File: src/rtl/core/cbd_pkg.sv
`timescale 1ns / 1ps
// ----------------------------------------------------------------------------
// cbd_pkg
// Types, phase codes and byte constants shared by the chunked body decoder.
// ----------------------------------------------------------------------------
package cbd_pkg;

    localparam logic [7:0] CH_CR    = 8'h0D;
    localparam logic [7:0] CH_LF    = 8'h0A;
    localparam logic [7:0] CH_SEMI  = 8'h3B;
    localparam logic [7:0] CH_SPACE = 8'h20;
    localparam logic [7:0] CH_TAB   = 8'h09;

    localparam logic [1:0] TR_LINE_START = 2'd0;
    localparam logic [1:0] TR_START_CR   = 2'd1;
    localparam logic [1:0] TR_IN_LINE    = 2'd2;
    localparam logic [1:0] TR_LINE_CR    = 2'd3;

    typedef enum logic [8:0] {
        PH_SIZE    = 9'b000000001,
        PH_EXT     = 9'b000000010,
        PH_SIZE_LF = 9'b000000100,
        PH_DATA    = 9'b000001000,
        PH_DATA_CR = 9'b000010000,
        PH_DATA_LF = 9'b000100000,
        PH_TRAILER = 9'b001000000,
        PH_DONE    = 9'b010000000,
        PH_ERROR   = 9'b100000000
    } t_phase;

    // One result word per raw byte.
    typedef struct packed {
        logic [31:0] raw_bytes_seen;
        logic        framing_error;
        logic        body_done;
        logic        payload_valid;
        logic [7:0]  payload_byte;
    } t_result;

    // Bit 4 flags a hex digit, bits 3:0 carry its value.
    function automatic logic [4:0] hex_digit(input logic [7:0] c);
        logic [4:0] r;
        begin
            r = 5'd0;
            case (c) inside
                [8'h30:8'h39]: r = {1'b1, c[3:0]};
                [8'h41:8'h46],
                [8'h61:8'h66]: r = {1'b1, c[3:0] + 4'd9};
                default:       r = 5'd0;
            endcase
            return r;
        end
    endfunction

endpackage

File: src/rtl/core/cbd_parser.sv
`timescale 1ns / 1ps
// ----------------------------------------------------------------------------
// cbd_parser
// Framing state machine: takes one raw byte per enable and produces the
// result word for it, holding size, remaining count and byte counter.
// ----------------------------------------------------------------------------
module cbd_parser #(
    parameter int SIZE_BITS = 32
) (
    input  logic             i_clk,
    input  logic             i_rst_n,
    input  logic             i_en,
    input  logic [7:0]       i_byte,
    output cbd_pkg::t_result o_res
);
    import cbd_pkg::*;

    t_phase                 r_phase, n_phase;
    logic [SIZE_BITS-1:0]   r_size,  n_size;
    logic                   r_digits, n_digits;
    logic [SIZE_BITS-1:0]   r_left,  n_left;
    logic [1:0]             r_trail, n_trail;
    logic [31:0]            r_raw,   n_raw;
    logic [4:0]             hex;
    logic                   data_hit;
    logic                   taken;
    logic                   is_ext;

    localparam logic [SIZE_BITS-1:0] ONE = {{(SIZE_BITS-1){1'b0}}, 1'b1};

    assign hex    = hex_digit(i_byte);
    assign is_ext = (i_byte == CH_SEMI) || (i_byte == CH_SPACE) || (i_byte == CH_TAB);

    always_comb begin
        n_phase  = r_phase;
        n_size   = r_size;
        n_digits = r_digits;
        n_left   = r_left;
        n_trail  = r_trail;
        data_hit = 1'b0;
        taken    = 1'b1;
        case (r_phase)
            PH_SIZE: begin
                if (hex[4]) begin
                    // the next digit would not fit
                    if (|r_size[SIZE_BITS-1 -: 4]) begin
                        n_phase = PH_ERROR;
                    end else begin
                        n_size   = {r_size[SIZE_BITS-5:0], hex[3:0]};
                        n_digits = 1'b1;
                    end
                end else if (i_byte == CH_CR && r_digits) begin
                    n_phase = PH_SIZE_LF;
                end else if (is_ext && r_digits) begin
                    n_phase = PH_EXT;
                end else begin
                    n_phase = PH_ERROR;
                end
            end
            PH_EXT: begin
                if (i_byte == CH_CR) begin
                    n_phase = PH_SIZE_LF;
                end
            end
            PH_SIZE_LF: begin
                if (i_byte != CH_LF) begin
                    n_phase = PH_ERROR;
                end else if (r_size == '0) begin
                    n_phase = PH_TRAILER;
                    n_trail = TR_LINE_START;
                end else begin
                    n_left  = r_size;
                    n_phase = PH_DATA;
                end
            end
            PH_DATA: begin
                data_hit = 1'b1;
                n_left   = r_left - ONE;
                if (r_left == ONE) begin
                    n_phase = PH_DATA_CR;
                end
            end
            PH_DATA_CR: begin
                n_phase = (i_byte == CH_CR) ? PH_DATA_LF : PH_ERROR;
            end
            PH_DATA_LF: begin
                if (i_byte == CH_LF) begin
                    n_phase  = PH_SIZE;
                    n_size   = '0;
                    n_digits = 1'b0;
                end else begin
                    n_phase = PH_ERROR;
                end
            end
            PH_TRAILER: begin
                case (r_trail)
                    TR_LINE_START: begin
                        n_trail = (i_byte == CH_CR) ? TR_START_CR : TR_IN_LINE;
                    end
                    TR_START_CR: begin
                        n_phase = (i_byte == CH_LF) ? PH_DONE : PH_ERROR;
                    end
                    TR_IN_LINE: begin
                        if (i_byte == CH_CR) begin
                            n_trail = TR_LINE_CR;
                        end
                    end
                    default: begin
                        if (i_byte == CH_LF) begin
                            n_trail = TR_LINE_START;
                        end else begin
                            n_phase = PH_ERROR;
                        end
                    end
                endcase
            end
            default: begin
                // done or error: drop the byte
                taken = 1'b0;
            end
        endcase
        if (n_phase == PH_ERROR) begin
            taken = 1'b0;
        end
        n_raw = (taken && !(&r_raw)) ? r_raw + 32'd1 : r_raw;
    end

    always_ff @(posedge i_clk) begin
        if (!i_rst_n) begin
            r_phase  <= PH_SIZE;
            r_size   <= '0;
            r_digits <= 1'b0;
            r_left   <= '0;
            r_trail  <= TR_LINE_START;
            r_raw    <= 32'd0;
        end else if (i_en) begin
            r_phase  <= n_phase;
            r_size   <= n_size;
            r_digits <= n_digits;
            r_left   <= n_left;
            r_trail  <= n_trail;
            r_raw    <= n_raw;
        end
    end

    assign o_res.payload_byte   = data_hit ? i_byte : 8'd0;
    assign o_res.payload_valid  = data_hit;
    assign o_res.body_done      = (n_phase == PH_DONE);
    assign o_res.framing_error  = (n_phase == PH_ERROR);
    assign o_res.raw_bytes_seen = n_raw;

endmodule

File: src/rtl/core/http_chunked_body_decoder.sv
`timescale 1ns / 1ps
// ----------------------------------------------------------------------------
// http_chunked_body_decoder
// Strips chunked transfer framing from a raw body byte stream.
// ----------------------------------------------------------------------------
// Usage:
//   s_axis carries one raw body byte per word. m_axis returns exactly one
//   word per input byte: the payload byte (tuser high when it is chunk
//   data), done and error flags, and the saturating count of bytes taken.
//   An input register holds each accepted byte and feeds the framing state
//   machine, whose result lands in an output register that drives m_axis.
//   Throughput is one byte per cycle while m_axis_tready stays high.
//   When the receiver stalls, the output register holds its word and the
//   input register takes one more byte before s_axis_tready drops.
//   Reset (synchronous, active low) returns the parser to the start of a
//   size line, clears the byte count and empties both registers; s_axis_tready
//   stays low while reset is held.
//   Errors and the end of the body are sticky until reset; later bytes
//   still yield a word each, with the flags and count held.
// ----------------------------------------------------------------------------
module http_chunked_body_decoder #(
    parameter int SIZE_BITS = 32
) (
    input  logic        i_clk,
    input  logic        i_rst_n,
    input  logic        s_axis_tvalid,
    output logic        s_axis_tready,
    input  logic [7:0]  s_axis_tdata,   // [7:0] in_byte
    output logic        m_axis_tvalid,
    input  logic        m_axis_tready,
    output logic [47:0] m_axis_tdata,   // [7:0] payload_byte, [8] body_done,
                                        // [9] framing_error, [41:10] raw_bytes_seen
    output logic        m_axis_tuser    // [0] payload_valid
);
    import cbd_pkg::*;

    logic       r_in_valid;
    logic [7:0] r_in_byte;
    logic       r_out_valid;
    t_result    r_out;
    t_result    res;
    logic       advance;

    assign advance       = r_in_valid && (!r_out_valid || m_axis_tready);
    assign s_axis_tready = i_rst_n && (!r_in_valid || advance);

    cbd_parser #(
        .SIZE_BITS (SIZE_BITS)
    ) u_parser (
        .i_clk   (i_clk),
        .i_rst_n (i_rst_n),
        .i_en    (advance),
        .i_byte  (r_in_byte),
        .o_res   (res)
    );

    always_ff @(posedge i_clk) begin
        if (!i_rst_n) begin
            r_in_valid <= 1'b0;
        end else if (s_axis_tvalid && s_axis_tready) begin
            r_in_valid <= 1'b1;
        end else if (advance) begin
            r_in_valid <= 1'b0;
        end
    end

    always_ff @(posedge i_clk) begin
        if (s_axis_tvalid && s_axis_tready) begin
            r_in_byte <= s_axis_tdata;
        end
    end

    always_ff @(posedge i_clk) begin
        if (!i_rst_n) begin
            r_out_valid <= 1'b0;
        end else if (advance) begin
            r_out_valid <= 1'b1;
        end else if (m_axis_tready) begin
            r_out_valid <= 1'b0;
        end
    end

    always_ff @(posedge i_clk) begin
        if (advance) begin
            r_out <= res;
        end
    end

    assign m_axis_tvalid = r_out_valid;
    assign m_axis_tdata  = {6'd0, r_out.raw_bytes_seen, r_out.framing_error,
                            r_out.body_done, r_out.payload_byte};
    assign m_axis_tuser  = r_out.payload_valid;

    // A loaded result is always presented.
    a_load_shows: assert property (@(posedge i_clk) disable iff (!i_rst_n)
        advance |=> r_out_valid)
        else $error("result register lost a word");

    // Done and error never appear together.
    a_done_xor_bad: assert property (@(posedge i_clk) disable iff (!i_rst_n)
        r_out_valid |-> !(r_out.body_done && r_out.framing_error))
        else $error("body_done and framing_error both set");

    // The error flag stays set on the next result.
    a_bad_sticky: assert property (@(posedge i_clk) disable iff (!i_rst_n)
        (r_out_valid && r_out.framing_error && advance) |=> r_out.framing_error)
        else $error("framing_error cleared without reset");

    // Payload words come only while the body is still open.
    a_payload_open: assert property (@(posedge i_clk) disable iff (!i_rst_n)
        (r_out_valid && r_out.payload_valid) |-> (!r_out.body_done && !r_out.framing_error))
        else $error("payload reported after end or error");

endmodule
File: config.mk
export PLATFORM = sky130hd
export DESIGN_NAME = http_chunked_body_decoder
export DESIGN_NICKNAME = d
export VERILOG_FILES = /design/src/rtl/core/cbd_pkg.sv /design/src/rtl/core/cbd_parser.sv /design/src/rtl/core/http_chunked_body_decoder.sv
export SDC_FILE = /design/constraint.sdc
export NUM_CORES = 1
export LEC_CHECK = 0
export BUFFER_PORTS_ARGS = -buffer_cell sky130_fd_sc_hd__clkbuf_2
export CORE_MARGIN = 4
export CORE_UTILIZATION = 30
export CTS_CLUSTER_SIZE = 8
export DETAILED_ROUTE_END_ITERATION = 8
export PLACE_DENSITY_LB_ADDON = 0.05
export SYNTH_ARGS = -nofsm -noshare
export SYNTH_HDL_FRONTEND = slang
export SYNTH_SLANG_ARGS = --single-unit
File: constraint.sdc
create_clock -name i_clk -period 4.06 [get_ports i_clk]
set_input_delay 0.812 -clock i_clk [delete_from_list [all_inputs] [get_ports i_clk]]
set_output_delay 0.812 -clock i_clk [all_outputs]
set_load 0.1 [all_outputs]
# Word level (Yosys, flattened, before mapping)
# Index checks and enable logic that the tools add are counted.
# op_classes
add_sub_neg	3
magnitude_cmp	6
n_eq_ne	27
n_mux	42
n_reduce_logical	31
# ops
operator	count
32-bit two-way mux	6
32-bit one-hot mux with 2 select lines	2
9-bit two-way mux	11
9-bit one-hot mux with 7 select lines	1
32-bit by 1-bit adder with 32-bit output (second input constant)	1
32-bit by 1-bit equality test with 1-bit output (second input constant)	1
32-bit logical NOT	1
32-bit AND reduction	1
32-bit by 1-bit subtractor with 32-bit output (second input constant)	1
8-bit by 4-bit equality test with 1-bit output (second input constant)	3
9-bit one-hot mux with 2 select lines	1
8-bit by 6-bit equality test with 1-bit output (second input constant)	2
8-bit by 7-bit >= comparator with 1-bit output (second input constant)	2
8-bit by 7-bit <= comparator with 1-bit output (second input constant)	2
1-bit two-way mux	10
2-bit two-way mux	5
5-bit two-way mux	2
2-bit nonzero test	5
9-bit by 1-bit equality test with 1-bit output (second input constant)	1
9-bit by 2-bit equality test with 1-bit output (second input constant)	1
9-bit by 3-bit equality test with 1-bit output (second input constant)	1
9-bit by 4-bit equality test with 1-bit output (second input constant)	1
9-bit by 5-bit equality test with 1-bit output (second input constant)	1
9-bit by 6-bit equality test with 1-bit output (second input constant)	1
27 further kinds	46
# word_totals
register_bits	161
out_inout_bits	51
wordCells	123

# Longest topological paths before layout
# logic_depth
depth_word	12
depth_mapped	12
ltp_nobuf	10

# Modules after synthesis
# From an unflattened synthesis, not the netlist that was laid out.
# hier_totals
cells_unflattened	954
area_unflattened_um2	8267.9
# modules_own_cells
mod	n_inst	cells_per_inst	area_each_um2	seq_area_each_um2
cbd_parser	1	886	6591.3	2162.1
http_chunked_body_decoder	1	68	1676.6	1571.5

# Worst setup path before layout
# No wires, ideal clock.
# synth_timing
path_kind	register to output
startpoint	register r_out_valid (netlist: m_axis_tvalid)
endpoint	output port s_axis_tready
arrival_ns	2.452
required_time_ns	3.248
path_slack_ns	0.796
stages_incl_launch_ff	3
n_path_buf	0
path_cell_list	dfxtp_1 nor2b_1 a21oi_1
# synth_between
elab_chain_len	5
# synth_rtl
element	line	rtl
start: declaration	http_chunked_body_decoder.sv:39	logic r_out_valid;
start signal: assignment	http_chunked_body_decoder.sv:75	r_out_valid <= 1'b0;
start signal: assignment	http_chunked_body_decoder.sv:77	r_out_valid <= 1'b1;
start signal: assignment	http_chunked_body_decoder.sv:79	r_out_valid <= 1'b0;
1-bit logical NOT	http_chunked_body_decoder.sv:44	assign advance = r_in_valid && (!r_out_valid || m_axis_tready);
1-bit logical OR	http_chunked_body_decoder.sv:44	
1-bit logical AND	http_chunked_body_decoder.sv:44	
1-bit logical OR	http_chunked_body_decoder.sv:45	assign s_axis_tready = i_rst_n && (!r_in_valid || advance);
1-bit logical AND	http_chunked_body_decoder.sv:45	
end: declaration	http_chunked_body_decoder.sv:27	output logic s_axis_tready,
# No other way between the ends.

==> flow_metrics.py <==
metrics = {
    "clock_network": {
        "root_buffer": "clkbuf_16",
        "clkSinkCount": 161,
        "insertion_delay_ns": 0.43,
        "cts-htree-levels": 4,
        "cts_tree": "built",
        "post_cts_buffers": 0,
        "cts_resized": 0,
        "cts_made_buffers": 17,
        "cts_hold_buffers": 0,
        "cts_max_path_buffers": 2,
        "cts.clk_slew.worst_paths_ns": 0.07,
    },
    "place": {
        "port_buffers": 56,
        "gp_congestion": 0.7742,
        "hpwl_um": 14560,
        "place_ws_ns": 0.7261,
    },
    "flow_run": {
        "drv_cap": 0,
    },
    "floorplanning": {
        "die_h_um": 171.9,
        "die-area_um2": 29530,
        "start_util": 0.3073,
        "core_area_um2": 26210,
        "chipWidth_um": 171.9,
        "fp-row-count": 59,
        "io_pins": 63,
    },
    "timing": {
        "fmax_mhz": 301.6,
        "slew_headroom": 0.2770,
        "clock_skew_ns": 0.01588,
        "period_minus_slack_ns": 3.316,
        "hold_viol": 0,
        "setup_viol": 0,
        "worst_pin_slew_ns": 1.085,
        "fin_tns_setup_ns": 0,
        "setup_ws_ns": 0.7442,
        "finalCritPeriodShare": 0.8167,
        "rsz0062_at_grt": "no",
        "hold_slack_ns": 0.4710,
        "drv_slew": 0,
    },
    "yosys": {
        "synth.area.mux_share": 0.008700,
        "async_flop_share": 0,
        "synth_area_leaders": "dfxtp_1 27%, edfxtp_1 19%, a21oi_1 5.5%, nor2_1 5.3%, nand2_1 5.0%",
        "yosysMostFrequentCell": "nor2_1",
        "synth_adder_area_share": 0.01087,
        "netlist.area_leader.share": 0.2734,
        "yosys.area_share.simple": 0.2630,
        "synth_top_family_by_area": "simple AND/OR/NAND/NOR gates",
        "syn_inst": 945,
        "post_synth_xor_area_fraction": 0.05111,
        "synth_edf_count": 51,
        "ys.flop_type": "dfxtp_1",
        "yosysTopAreaCell": "dfxtp_1",
        "synth_common_cells": "113 x nor2_1, 110 x dfxtp_1, 107 x nand2_1",
        "ys_ff_latch": 161,
        "seq_area_frac_synth": 0.4636,
        "ys.warnings.count": 0,
        "synth_area_um2": 8054,
        "synth-compound-area-share": 0.1634,
        "synth_cell_types": 70,
        "syn_area_per_cell_um2": 8.523,
    },
    "grt": {
        "grt_max_degree": 93,
        "grt_pass1_wl_um": 35870,
        "antenna_found_initial": 0,
        "gr-total-overflow": 0,
        "grt_pass1_vias": 6590,
        "track_usage": 0.1508,
    },
    "critical_path": {
        "crit_path_end_kind": "register",
        "r2r_cells": 11,
        "start_kind": "register",
        "crit_fanout": 18,
        "path_class": "register to register",
        "required_ns": 4.24,
        "crit_arrival_ns": 3.49,
    },
    "status": {
        "status": "finished clean",
    },
    "routing": {
        "dr_total_vias": 6781,
        "via_per_inst": 5.087,
        "drc_errors": 0,
        "dr.pass1.iters": 5,
        "totalWireLength_um": 21740,
        "ant_nets": 0,
        "wl_per_cell_um": 16.31,
        "drtIter0Drc": 454,
    },
    "layout": {
        "nets": 1004,
        "area_growth_pct": 14.94,
        "num_antenna_cells": 0,
        "drive_gt1_frac": 0.1202,
    },
    "pwr": {
        "ir_worst_vdd_v": 0.0002798,
        "pwr_density_cell_nw_per_um2": 400.6,
        "leakage_nw": 3.228,
    },
    "hold_path": {
        "whs_path_depth": 2,
        "worstHoldPathType": "register to register",
    },
}
[cell type report]
cell class	instances	area (µm²)
fillers	2703	16950
multi-input cells	717	4038
inverters	14	52.55
clock buffers	20	436.7
flip-flops and latches	161	3734
clock inverters	12	137.6
well taps	335	419.2
repair buffers	74	440.4
[routing by layer]
| layer | track usage | part of all wire |
|---|---|---|
| met5 | 0 | 0 |
| met4 | 0.03042 | 0.0085 |
| met3 | 0.02995 | 0.029 |
| met2 | 0.2501 | 0.46 |
| met1 | 0.2062 | 0.50 |
[flip-flops by register name (all words and copies together) (netlist names)]
register           flops
m_axis_tuser           1
m_axis_tdata          42
u_parser.r_digits      1
u_parser.r_phase       9
u_parser.r_raw        32
r_in_byte              8
u_parser.r_left       32
r_in_valid             1
u_parser.r_size       32
u_parser.r_trail       2
m_axis_tvalid          1
[worst max-delay path, cell delays in order, from the launching register on]
cell	delay [ns]
edfxtp_1	0.46
inv_1	0.16
ha_1	0.29
o21bai_4	0.08
a2111oi_4	0.48
o21bai_2	0.25
mux2i_1	0.20
a21oi_2	0.35
nand2_1	0.08
buf_4	0.22
or3_1	0.34
xnor2_1	0.13
[power by group]
| part | internal, mW | switching [mW] | leakage (nW) | total, mW |
|---|---|---|---|---|
| logic | 0.0706 | 0.326 | 1.59 | 0.396 |
| registers | 1.69 | 0.0169 | 1.35 | 1.71 |
| clock network | 0.912 | 0.695 | 0.280 | 1.61 |
| total | 2.67 | 1.04 | 3.23 | 3.71 |
[cells by family after synthesis]
| group | count (synthesis) |
|---|---|
| buffers and inverters | 72 |
| adder cells (fa/ha/maj) | 7 |
| AND/OR/NAND/NOR | 436 |
| XOR/XNOR | 47 |
| other | 1 |
| multiplexers | 7 |
| flip-flops | 161 |
| AO/OA/AOI/OAI | 214 |
[path summary, 6_finish.rpt]
check | from | to | slack (ns)
worst max-delay path | r_in_byte[1] | m_axis_tdata[18] | 0.74
worst min-delay path | u_parser.r_left[23] | u_parser.r_left[23] | 0.47
worst max register to register | r_in_byte[1] | m_axis_tdata[18] | 0.74
worst min register to register | u_parser.r_left[23] | u_parser.r_left[23] | 0.47
[per-stage QoR]
step / cell area (µm²) / power [mW] / std cells / util
global placement: 8683 / 2.144 / 1301 / 0.3313
detailed placement: 8683 / 2.145 / 1301 / 0.3313
global route: 9258 / 3.861 / 1333 / 0.3533
CTS: 9258 / 3.763 / 1333 / 0.3533
floorplan: 8073 / 2.059 / 950 / -
finish: 9258 / 3.709 / 1333 / 0.3533
[layout by cell type, fill, tap and decap left out, drive strengths merged, types with 3 or more instances in the layout]
cell type / instances
a31oi: 6
or4: 4
dfxtp: 110
clkbuf: 76
xnor2: 23
nand2b: 12
or2: 4
a32oi: 3
o21a: 4
nand3: 67
nor2: 114
inv: 15
ha: 7
edfxtp: 51
o22ai: 3
conb: 6
nand4: 15
buf: 18
a21o: 3
nor2b: 3
nor4b: 3
and2: 11
o31ai: 3
o21ai: 53
nor3: 28
a21oi: 90
mux2i: 7
a211oi: 14
clkinv: 8
a22oi: 8
or3: 25
nand2: 107
nor4: 16
o211ai: 8
and3: 11
and4: 7
xor2: 24
(Power assumes the default switching activity.)
